### config.mk
export PLATFORM = sky130hd
export DESIGN_NAME = shcl_fifo
export DESIGN_NICKNAME = d
export VERILOG_FILES = /design/src/hw/rtl/assert_macros.svh /design/src/hw/rtl/shcl_fifo.sv
export SDC_FILE = /design/constraint.sdc
export NUM_CORES = 1
export LEC_CHECK = 0
export BUFFER_PORTS_ARGS = -buffer_cell sky130_fd_sc_hd__buf_4
export CORE_UTILIZATION = 40
export CTS_CLUSTER_SIZE = 40
export DETAILED_ROUTE_END_ITERATION = 7
export GPL_TIMING_DRIVEN = 0
export HOLD_SLACK_MARGIN = 0.08
export PLACE_DENSITY_LB_ADDON = 0.12
export SKIP_LAST_GASP = 1
export SYNTH_ARGS = -nofsm -noshare
export SYNTH_HDL_FRONTEND = slang
export SYNTH_SLANG_ARGS = --single-unit
### constraint.sdc
create_clock -name clk -period 3.03 [get_ports clk]
set_input_delay 0.606 -clock clk [delete_from_list [all_inputs] [get_ports clk]]
set_output_delay 0.606 -clock clk [all_outputs]
set_load 0.02 [all_outputs]
### src/hw/rtl/assert_macros.svh
// ---------------------------------------------------------------------------
// Assertion macros
// Shared concurrent assertion forms, clocked on clk and disabled in reset.
// ---------------------------------------------------------------------------
`ifndef ASSERT_MACROS_SVH
`define ASSERT_MACROS_SVH

// The condition must hold at every clock edge out of reset.
`define SHCL_ASSERT_ALWAYS(label, cond, msg) \
    label: assert property (@(posedge clk) disable iff (!rst_n) (cond)) else $error(msg);

// The consequent must hold in the cycle after the antecedent.
`define SHCL_ASSERT_NEXT(label, ante, cons, msg) \
    label: assert property (@(posedge clk) disable iff (!rst_n) (ante) |=> (cons)) \
        else $error(msg);

`endif

### src/hw/rtl/shcl_fifo.sv
// ---------------------------------------------------------------------------
// Spatial hash work queue
// Small valid/ready queue between the front end and the cell enumerator.
// ---------------------------------------------------------------------------
`timescale 1ns / 1ps

module shcl_fifo #(
    parameter int WIDTH = 8,
    parameter int DEPTH = 2
) (
    input  logic             clk,
    input  logic             rst_n,
    input  logic             push_valid,
    output logic             push_ready,
    input  logic [WIDTH-1:0] push_data,
    output logic             pop_valid,
    input  logic             pop_ready,
    output logic [WIDTH-1:0] pop_data
);

    localparam int PTR_W = (DEPTH > 1) ? $clog2(DEPTH) : 1;
    localparam int CNT_W = $clog2(DEPTH + 1);

    logic [WIDTH-1:0] slot_reg [DEPTH];
    logic [PTR_W-1:0] wr_ptr_reg;
    logic [PTR_W-1:0] rd_ptr_reg;
    logic [CNT_W-1:0] count_reg;
    logic             do_push;
    logic             do_pop;

    assign push_ready = (count_reg != CNT_W'(DEPTH));
    assign pop_valid  = (count_reg != '0);
    assign pop_data   = slot_reg[rd_ptr_reg];
    assign do_push    = push_valid && push_ready;
    assign do_pop     = pop_valid && pop_ready;

    always_ff @(posedge clk or negedge rst_n)
    begin
        if (!rst_n)
        begin
            wr_ptr_reg <= '0;
            rd_ptr_reg <= '0;
            count_reg  <= '0;
        end
        else
        begin
            if (do_push)
            begin
                wr_ptr_reg <= (wr_ptr_reg == PTR_W'(DEPTH - 1)) ? '0 : wr_ptr_reg + 1'b1;
            end
            if (do_pop)
            begin
                rd_ptr_reg <= (rd_ptr_reg == PTR_W'(DEPTH - 1)) ? '0 : rd_ptr_reg + 1'b1;
            end
            if (do_push && !do_pop)
            begin
                count_reg <= count_reg + 1'b1;
            end
            else if (do_pop && !do_push)
            begin
                count_reg <= count_reg - 1'b1;
            end
        end
    end

    always_ff @(posedge clk)
    begin
        if (do_push)
        begin
            slot_reg[wr_ptr_reg] <= push_data;
        end
    end

endmodule

Yosys cells after proc, flatten, opt, wreduce, memory -nomap -nowiden
Memory sizes are Yosys's and may differ from the RTL's.
Index checks and enable logic that the tools add are counted.
{"block": "word_totals", "elab_cells": 23, "output_inout_bits": 10, "mem_count": 1, "inputBits": 12, "ramBits": 16, "register_bits": 4}
{"block": "op_classes", "reduce_logical": 8, "eq_ne": 1, "mux": 6, "addsub": 4}
{"memory": "slot_reg", "words": 2, "word_bits": 8, "rd": 1, "rd_clocked_by_memory_dff": 0, "wr": 1, "line_no": "shcl_fifo.sv:24", "source": "logic [WIDTH-1:0] slot_reg [DEPTH];"}
{"cell": "$logic_and 1x1->1", "count": 4}
{"cell": "$mux 1", "count": 4}
{"cell": "$mux 2", "count": 2}
{"cell": "$reduce_bool 2->1", "count": 2}
{"cell": "$add 1x1->1 const B", "count": 2}
{"cell": "$add 2x1->2 const B", "count": 1}
{"cell": "$logic_not 1->1", "count": 2}
{"cell": "$ne 2x2->1 const B", "count": 1}
{"cell": "$sub 2x1->2 const B", "count": 1}

Longest topological paths before layout
Gate-level depths: netlist (run 1).
{"block": "logic_depth", "depth_word": 6, "ltp_mapped": 7, "ltp_nobuf": 7}

Worst setup path after synthesis (run 1)
OpenSTA, ideal clock, no wires.
{"block": "synth_path", "kind": "flip-flop to output port", "from": "reg rd_ptr_reg", "to": "out pop_data[0]", "t_required_ps": 2424, "path_buffers": 1, "arrival_time_ps": 888, "setup_slack_ps": 1536, "path_stages_with_launch": 3, "cell_sequence": "dfrtp_1 buf_2 mux2_2"}
{"block": "synth_between", "elab_chain_cells": 1}
{"item": "from (decl)", "line_no": "shcl_fifo.sv:26", "source": "logic [PTR_W-1:0] rd_ptr_reg;"}
{"item": "from (signal assigned)", "line_no": "shcl_fifo.sv:53", "source": "rd_ptr_reg <= (rd_ptr_reg == PTR_W'(DEPTH - 1)) ? '0 : rd_ptr_reg + 1'b1;"}
{"item": "$mem_v2 2x8"}
{"item": "to (decl)", "line_no": "shcl_fifo.sv:18", "source": "output logic [WIDTH-1:0] pop_data"}
No other way between the ends.

Worst setup path after layout (run 1)
Ends and elaborated chain as after synthesis.

==> results of run 1 <==
timing repair:
| item | 4_1_cts | 5_1_grt |
|---|---|---|
| hold endpoints to repair | 4 | 0 |
| buffers inserted | 0 | 0 |
| hold buffers | 1 | 0 |
per-layer routing:
metal	global-route usage, %	vias up
met5	0	-
met4	5.294	0
met3	3.529	0
met2	19.17	14
met1	13.88	190
li1	-	211
kinds of logic after synthesis:
| logic type | after synthesis | synth area share [%] |
|---|---|---|
| XOR/XNOR | 5 | 5.565 |
| adder cells (fa/ha/maj) | 1 | 1.590 |
| buffers and inverters | 2 | 1.112 |
| flip-flops | 20 | 73.77 |
| multiplexers | 8 | 11.45 |
| AND/OR/NAND/NOR | 7 | 6.518 |
where the power goes:
group / internal [W] / leakage [nW] / switching, W
Combinational: 0.000205 / 0.201 / 0.000214
Sequential: 0.000384 / 0.195 / 0.0000348
Clock: 0.0000731 / 0.0210 / 0.0000731
worst max path at each step:
stage               start             end  slack, ns  cells after the start
6_report       rd_ptr_reg     pop_data[0]       1.05                      3
3_5_place_dp   push_valid  slot_reg[0][4]       1.28                      3
2_1_floorplan  rd_ptr_reg     pop_data[0]       1.54                      2
3_3_place_gp   push_valid  slot_reg[0][4]       1.31                      3
4_1_cts        rd_ptr_reg     pop_data[0]       1.03                      3
5_1_grt        rd_ptr_reg     pop_data[0]       0.97                      3
through the flow:
step	std cells	hold WS [ns]	worst slack [ns]
detailed placement	89	0.4068	1.279
floorplan	43	0.3104	1.536
CTS	94	0.4801	1.031
global route	94	0.4597	0.9726
global placement	89	0.4072	1.306
finish	94	0.4922	1.053
critical path: stages (launching register included):
cell and delay (ns):
dfrtp_1 0.33, buf_2 0.23, mux2_2 0.37, buf_4 0.16
final cells by class:
type | count | area [µm²]
fill | 144 | 760.7
tap | 25 | 31.28
inverter | 1 | 3.754
clock buffer | 4 | 36.28
sequential | 20 | 580.6
timing repair buffer | 22 | 167.7
multi-input combinational | 21 | 197.7
buffer | 1 | 5.005
layout by cell type (no fill, tap or decap), types with 2 or more instances in the layout:
cell,synthesis,final
clkbuf_4,0,3
dfrtp_1,4,4
xor2_1,2,2
mux2_2,8,8
buf_4,0,21
xnor2_1,3,3
nor2_1,2,2
edfxtp_1,16,16
==> reports/qor.txt, run 1 <==
Post-Route WL - 1087 µm
Ant. Diodes - 0
Syn Inst Count - 43
First DRT Iteration DRCs - 1
clock period minus worst slack - 1.977 ns
Synth Flop Type - edfxtp_1
crit path kind - reg2out
IO Count - 22
Slew Viols, Final - 0
FP Rows - 15
setup repair after global routing missed its margin - false
Final HPWL DP - 772 µm
count of cell types in the netlist - 14
sequential share of the synthesized area - 73.77%
Hold Path End - slot_reg[0][3]
worst-path fanout max - 9
PD cells - 962.6 nW/µm²
hold path start - push_data[3]
leakage - 0.4168 nW
layout cells sized above 1 - 53.62%
Fmax achieved - 505.8 MHz
top cells by area, synth - edfxtp_1 (61%), dfrtp_1 (13%), mux2_2 (11%), xnor2_1 (3.3%), xor2_1 (2.2%)
nets - 83
wire length on met3 - 51 µm
residual DRC count - 0
GPL Wtd Cong - 0.6343
Pwr Total - 0.0009840 W
Yosys top cell area share - 61.05%
Worst EP required - 2.42 ns
critical path endpoint category - output pin
number of port buffers - 21
Placed Area - 975.9 µm²
Slew HR - 52.34%
status - complete, no violations
Design Area, Final - 1022 µm²
Clock Latency Late Sink - 0.29 ns
Routed Antenna Nets - 0
mean post-synth cell area - 18.30 µm²
WL/cell - 11.56 µm
FF-to-FF setup slack - 1.42 ns
clock sinks - 20
Hold Path Cell Cnt - 1
final setup violating endpoints - 0
CTS tree - yes
Die Y - 46.36 µm
reg2reg path depth - 3
wl on met1 - 473 µm
gr ovfl total - 0
largest net degree at the start of global routing - 12
Met2 Wirelength - 562 µm
routed via count - 415
worst reg2reg endpoint - slot_reg[0][4]
Ys Warns - 0
Die ar. - 2149 µm²
root buffer cell - clkbuf_4
H-tree depth - 1
total CTS buffers - 3
Synth-to-Final Area Change - 29.89%
Arr. time, crit path - 1.37 ns
area leader, netlist - edfxtp_1
Finished Core Util - 57.33%
Final Hold Viols - 0
Final Skew - 0.008627 ns
Mapped Nets - 56
Synth async-reset ratio - 20.00%
Clock Tree Buf Depth - 2
top layer in use - met3
vias in the first global route - 373
chip width - 46.36 µm
GRT Overall Usage - 11.66%
setup TNS - 0 ns
first-pass GRT wire length - 1635 µm
max FFs per register - 16
worst hold path type - in2reg
routed vias/inst - 4.415
Clk pin slew, worst setup/hold paths - 0.11 ns
Worst Max-Slew Pin Slew - 0.7122 ns
initial antenna violation count - 0
post-synthesis cell area - 787.0 µm²
Placeable Area - 1783 µm²
final critical-path share of the clock period - 65.25%
R2R Path Start - count_reg[0]
Initial DRT Pass Iterations - 2
Max VDD drop - 0.4841 mV
startpoint class of the critical path - flop
synthesized flop and latch total - 20
post-CTS sizing - 0
max-capacitance violation count - 0
Starting Density - 44.14%
count leader, synth - edfxtp_1
most frequent cells after synthesis - edfxtp_1 (16), mux2_2 (8), dfrtp_1 (4)
Post-synth EDFFs - 16
Power figures use the tool's default switching activity.
==> inputs of run 2 (changes only) <==
Settings changed: ABC_AREA set to 1.
Clock period 3.03 ns to 1.77 ns, I/O delays scaled along.
==> reports/qor.txt, run 2 <==
status - complete, no violations
Mapped Nets - 83 (+48%)
worst-path fanout max - 10 (+1)
commonest non-fill, non-tap cell in the layout - nand2_1
max-capacitance violation count - 0 (unchanged)
initial antenna violation count - 0 (unchanged)
total CTS buffers - 3 (unchanged)
reg2reg path depth - 4 (+1)
PD cells - 1740 nW/µm² (+81%)
Top Family by Delay on Critical Path - buffers and inverters
CTS tree - yes
area leader, netlist - edfxtp_1
WL/cell - 10.01 µm (-13%)
Initial DRT Pass Iterations - 2 (unchanged)
Hold Path End - slot_reg[1][0]
top cells by area, synth - edfxtp_1 (58%), nand2_1 (14%), dfrtp_1 (12%), nand2_4 (2.7%), xor2_2 (2.0%)
first-pass GRT wire length - 1869 µm (+14%)
Critical Path Slowest Stage Cell - dfrtp_1
Placeable Area - 1962 µm² (+10%)
Max VDD drop - 1.259 mV (+160%)
routed via count - 522 (+26%)
Clk pin slew, worst setup/hold paths - 0.11 ns (about the same)
residual DRC count - 0 (unchanged)
Bufs and invs on worst path - 3 (+1)
Ys Warns - 0 (unchanged)
Starting Density - 42.16% (-2.0 points)
clock sinks - 20 (unchanged)
root buffer cell - clkbuf_4
worst hold path type - in2reg
crit-path max cell delay - 0.39 ns (+0.02 ns)
leakage - 0.4991 nW (+20%)
worst reg2reg endpoint - slot_reg[1][3]
Hold Path Cell Cnt - 1 (unchanged)
max FFs per register - 16 (unchanged)
Final HPWL DP - 868.8 µm (+13%)
setup TNS - 0 ns (unchanged)
Worst EP required - 1.42 ns (-1.00 ns)
hold path start - push_data[0]
critical path endpoint category - output pin
chip width - 47.47 µm (+2.4%)
fillers - 196 (+36%)
nets - 110 (+33%)
Synth-to-Final Area Change - 30.71%
number of port buffers - 21 (unchanged)
GRT Overall Usage - 12.99% (+1.3 points)
Slew Viols, Final - 0 (unchanged)
Arr. time, crit path - 1.24 ns (-0.13 ns)
post-CTS sizing - 0 (unchanged)
gr ovfl total - 0 (unchanged)
Fmax achieved - 628.5 MHz
Synth Flop Type - edfxtp_1
R2R Path Start - count_reg[0]
H-tree depth - 1 (unchanged)
most frequent cells in the layout - nand2_1 (30), buf_4 (21), edfxtp_1 (16)
crit path kind - reg2out
Final Skew - 0.003558 ns (-0.005069 ns)
setup repair after global routing missed its margin - false
Clock Latency Late Sink - 0.29 ns (about the same)
Syn Inst Count - 70 (+63%)
sequential share of the synthesized area - 70.20% (-3.6 points)
Die Y - 47.47 µm (+2.4%)
startpoint class of the critical path - flop
GPL Wtd Cong - 0.7124 (+12%)
Most common cell on crit path - nand2_1
IO Count - 22 (unchanged)
Post-Route WL - 1231 µm (+13%)
Ant. Diodes - 0 (unchanged)
largest net degree at the start of global routing - 13 (+1)
post-synthesis cell area - 827.0 µm² (+5.1%)
clock period minus worst slack - 1.591 ns
Clock Tree Buf Depth - 2 (unchanged)
mean post-synth cell area - 11.81 µm² (-35%)
Die ar. - 2253 µm² (+4.9%)
FF-to-FF setup slack - 0.25 ns (-1.17 ns)
Routed Antenna Nets - 0 (unchanged)
final setup violating endpoints - 0 (unchanged)
Slew HR - 53.01% (+0.67 points)
routed vias/inst - 4.244 (-3.9%)
Yosys top cell area share - 58.09% (-3.0 points)
count leader, synth - nand2_1
crit path cell chain - buf_6, inv_2, nand2_1, nand2_1, buf_4
Finished Core Util - 55.10% (-2.2 points)
layout cells sized above 1 - 35.42% (-18 points)
count of cell types in the netlist - 14 (unchanged)
Post-synth EDFFs - 16 (unchanged)
Synth async-reset ratio - 20.00% (unchanged)
FP Rows - 16 (+1)
synthesized flop and latch total - 20 (unchanged)
final critical-path share of the clock period - 89.90%
Final Hold Viols - 0 (unchanged)
most frequent cells after synthesis - nand2_1 (30), edfxtp_1 (16), dfrtp_1 (4), inv_1 (4), inv_2 (3)
First DRT Iteration DRCs - 5 (+4)
vias in the first global route - 447 (+20%)
Worst Max-Slew Pin Slew - 0.7022 ns (-0.009973 ns)
-- run 2: cells by family (layout without fill, tap and decap cells) --
family	count (synthesis)	in the layout	share of synthesized area [%]
simple gates	39	39	20.73
flops	20	20	70.20
buf+inv	8	34	4.538
xor+xnor	2	2	3.026
fa+ha+maj	1	1	1.513
-- run 2: worst max path at each step --
| stage | startpoint | end | slack, ns | depth (start not counted) |
|---|---|---|---|---|
| after floorplan | count_reg[0] | slot_reg[0][0] | 0.42 | 4 |
| after global placement | count_reg[0] | slot_reg[1][3] | 0.26 | 4 |
| after detailed placement | count_reg[0] | slot_reg[1][3] | 0.24 | 4 |
| after CTS | rd_ptr_reg | pop_data[4] | 0.15 | 5 |
| after global routing | rd_ptr_reg | pop_data[4] | 0.08 | 5 |
| final | rd_ptr_reg | pop_data[4] | 0.18 | 5 |
-- run 2: what timing repair did --
action                                 4_1_cts  5_1_grt
endpoints found under the hold margin        4        0
buffers inserted                             0        0
hold buffers                                 1        0
-- run 2: worst register-to-register path: cells and delay by family (launching register included) --
kind	cells	cell delay, ns
flip-flops	1	0.41
buffers and inverters	1	0.08
AND/OR/NAND/NOR	3	0.67
-- run 2: metrics by stage --
stage | hold WS, ns | instance area [µm²] | setup WS [ns] | total power (W) | cells
2_1_floorplan | 0.05841 | 827.0 | 0.4180 | 0.001258 | 70
3_3_place_gp | 0.1546 | 1018 | 0.2551 | 0.001535 | 118
3_5_place_dp | 0.1555 | 1018 | 0.2446 | 0.001545 | 118
4_1_cts | 0.2317 | 1081 | 0.1521 | 0.001907 | 123
5_1_grt | 0.2182 | 1081 | 0.08098 | 0.002029 | 123
6_report | 0.2397 | 1081 | 0.1788 | 0.001881 | 123
-- run 2: metal layers --
metal	part of all wire, %	wire (µm)	GRT usage, %	vias up
met5	0	0	0	-
met4	1.1	13	6.857	0
met3	3.8	47	4.528	2
met2	49	604	20.27	14
met1	46	566	15.92	230
li1	-	-	-	276
-- run 2: power by group --
group / leakage (nW) / internal (W) / total (W) / switching (W)
sequential: 0.196 / 0.000656 / 0.000711 / 0.0000548
combinational: 0.275 / 0.000320 / 0.000813 / 0.000493
clock: 0.0279 / 0.000229 / 0.000357 / 0.000128
total: 0.499 / 0.00121 / 0.00188 / 0.000675
-- run 2: area by class of cell --
class / count / area [µm²] / share of cell area, %
Buffer: 1 / 11.26 / 1.042
Clock buffer: 3 / 22.52 / 2.083
Clock inverter: 1 / 30.03 / 2.778
Inverter: 7 / 26.28 / 2.431
Multi-Input combinational cell: 42 / 209.0 / 19.33
Sequential cell: 20 / 580.6 / 53.70
Tap cell: 27 / 33.78 / 3.125
Timing Repair Buffer: 22 / 167.7 / 15.51
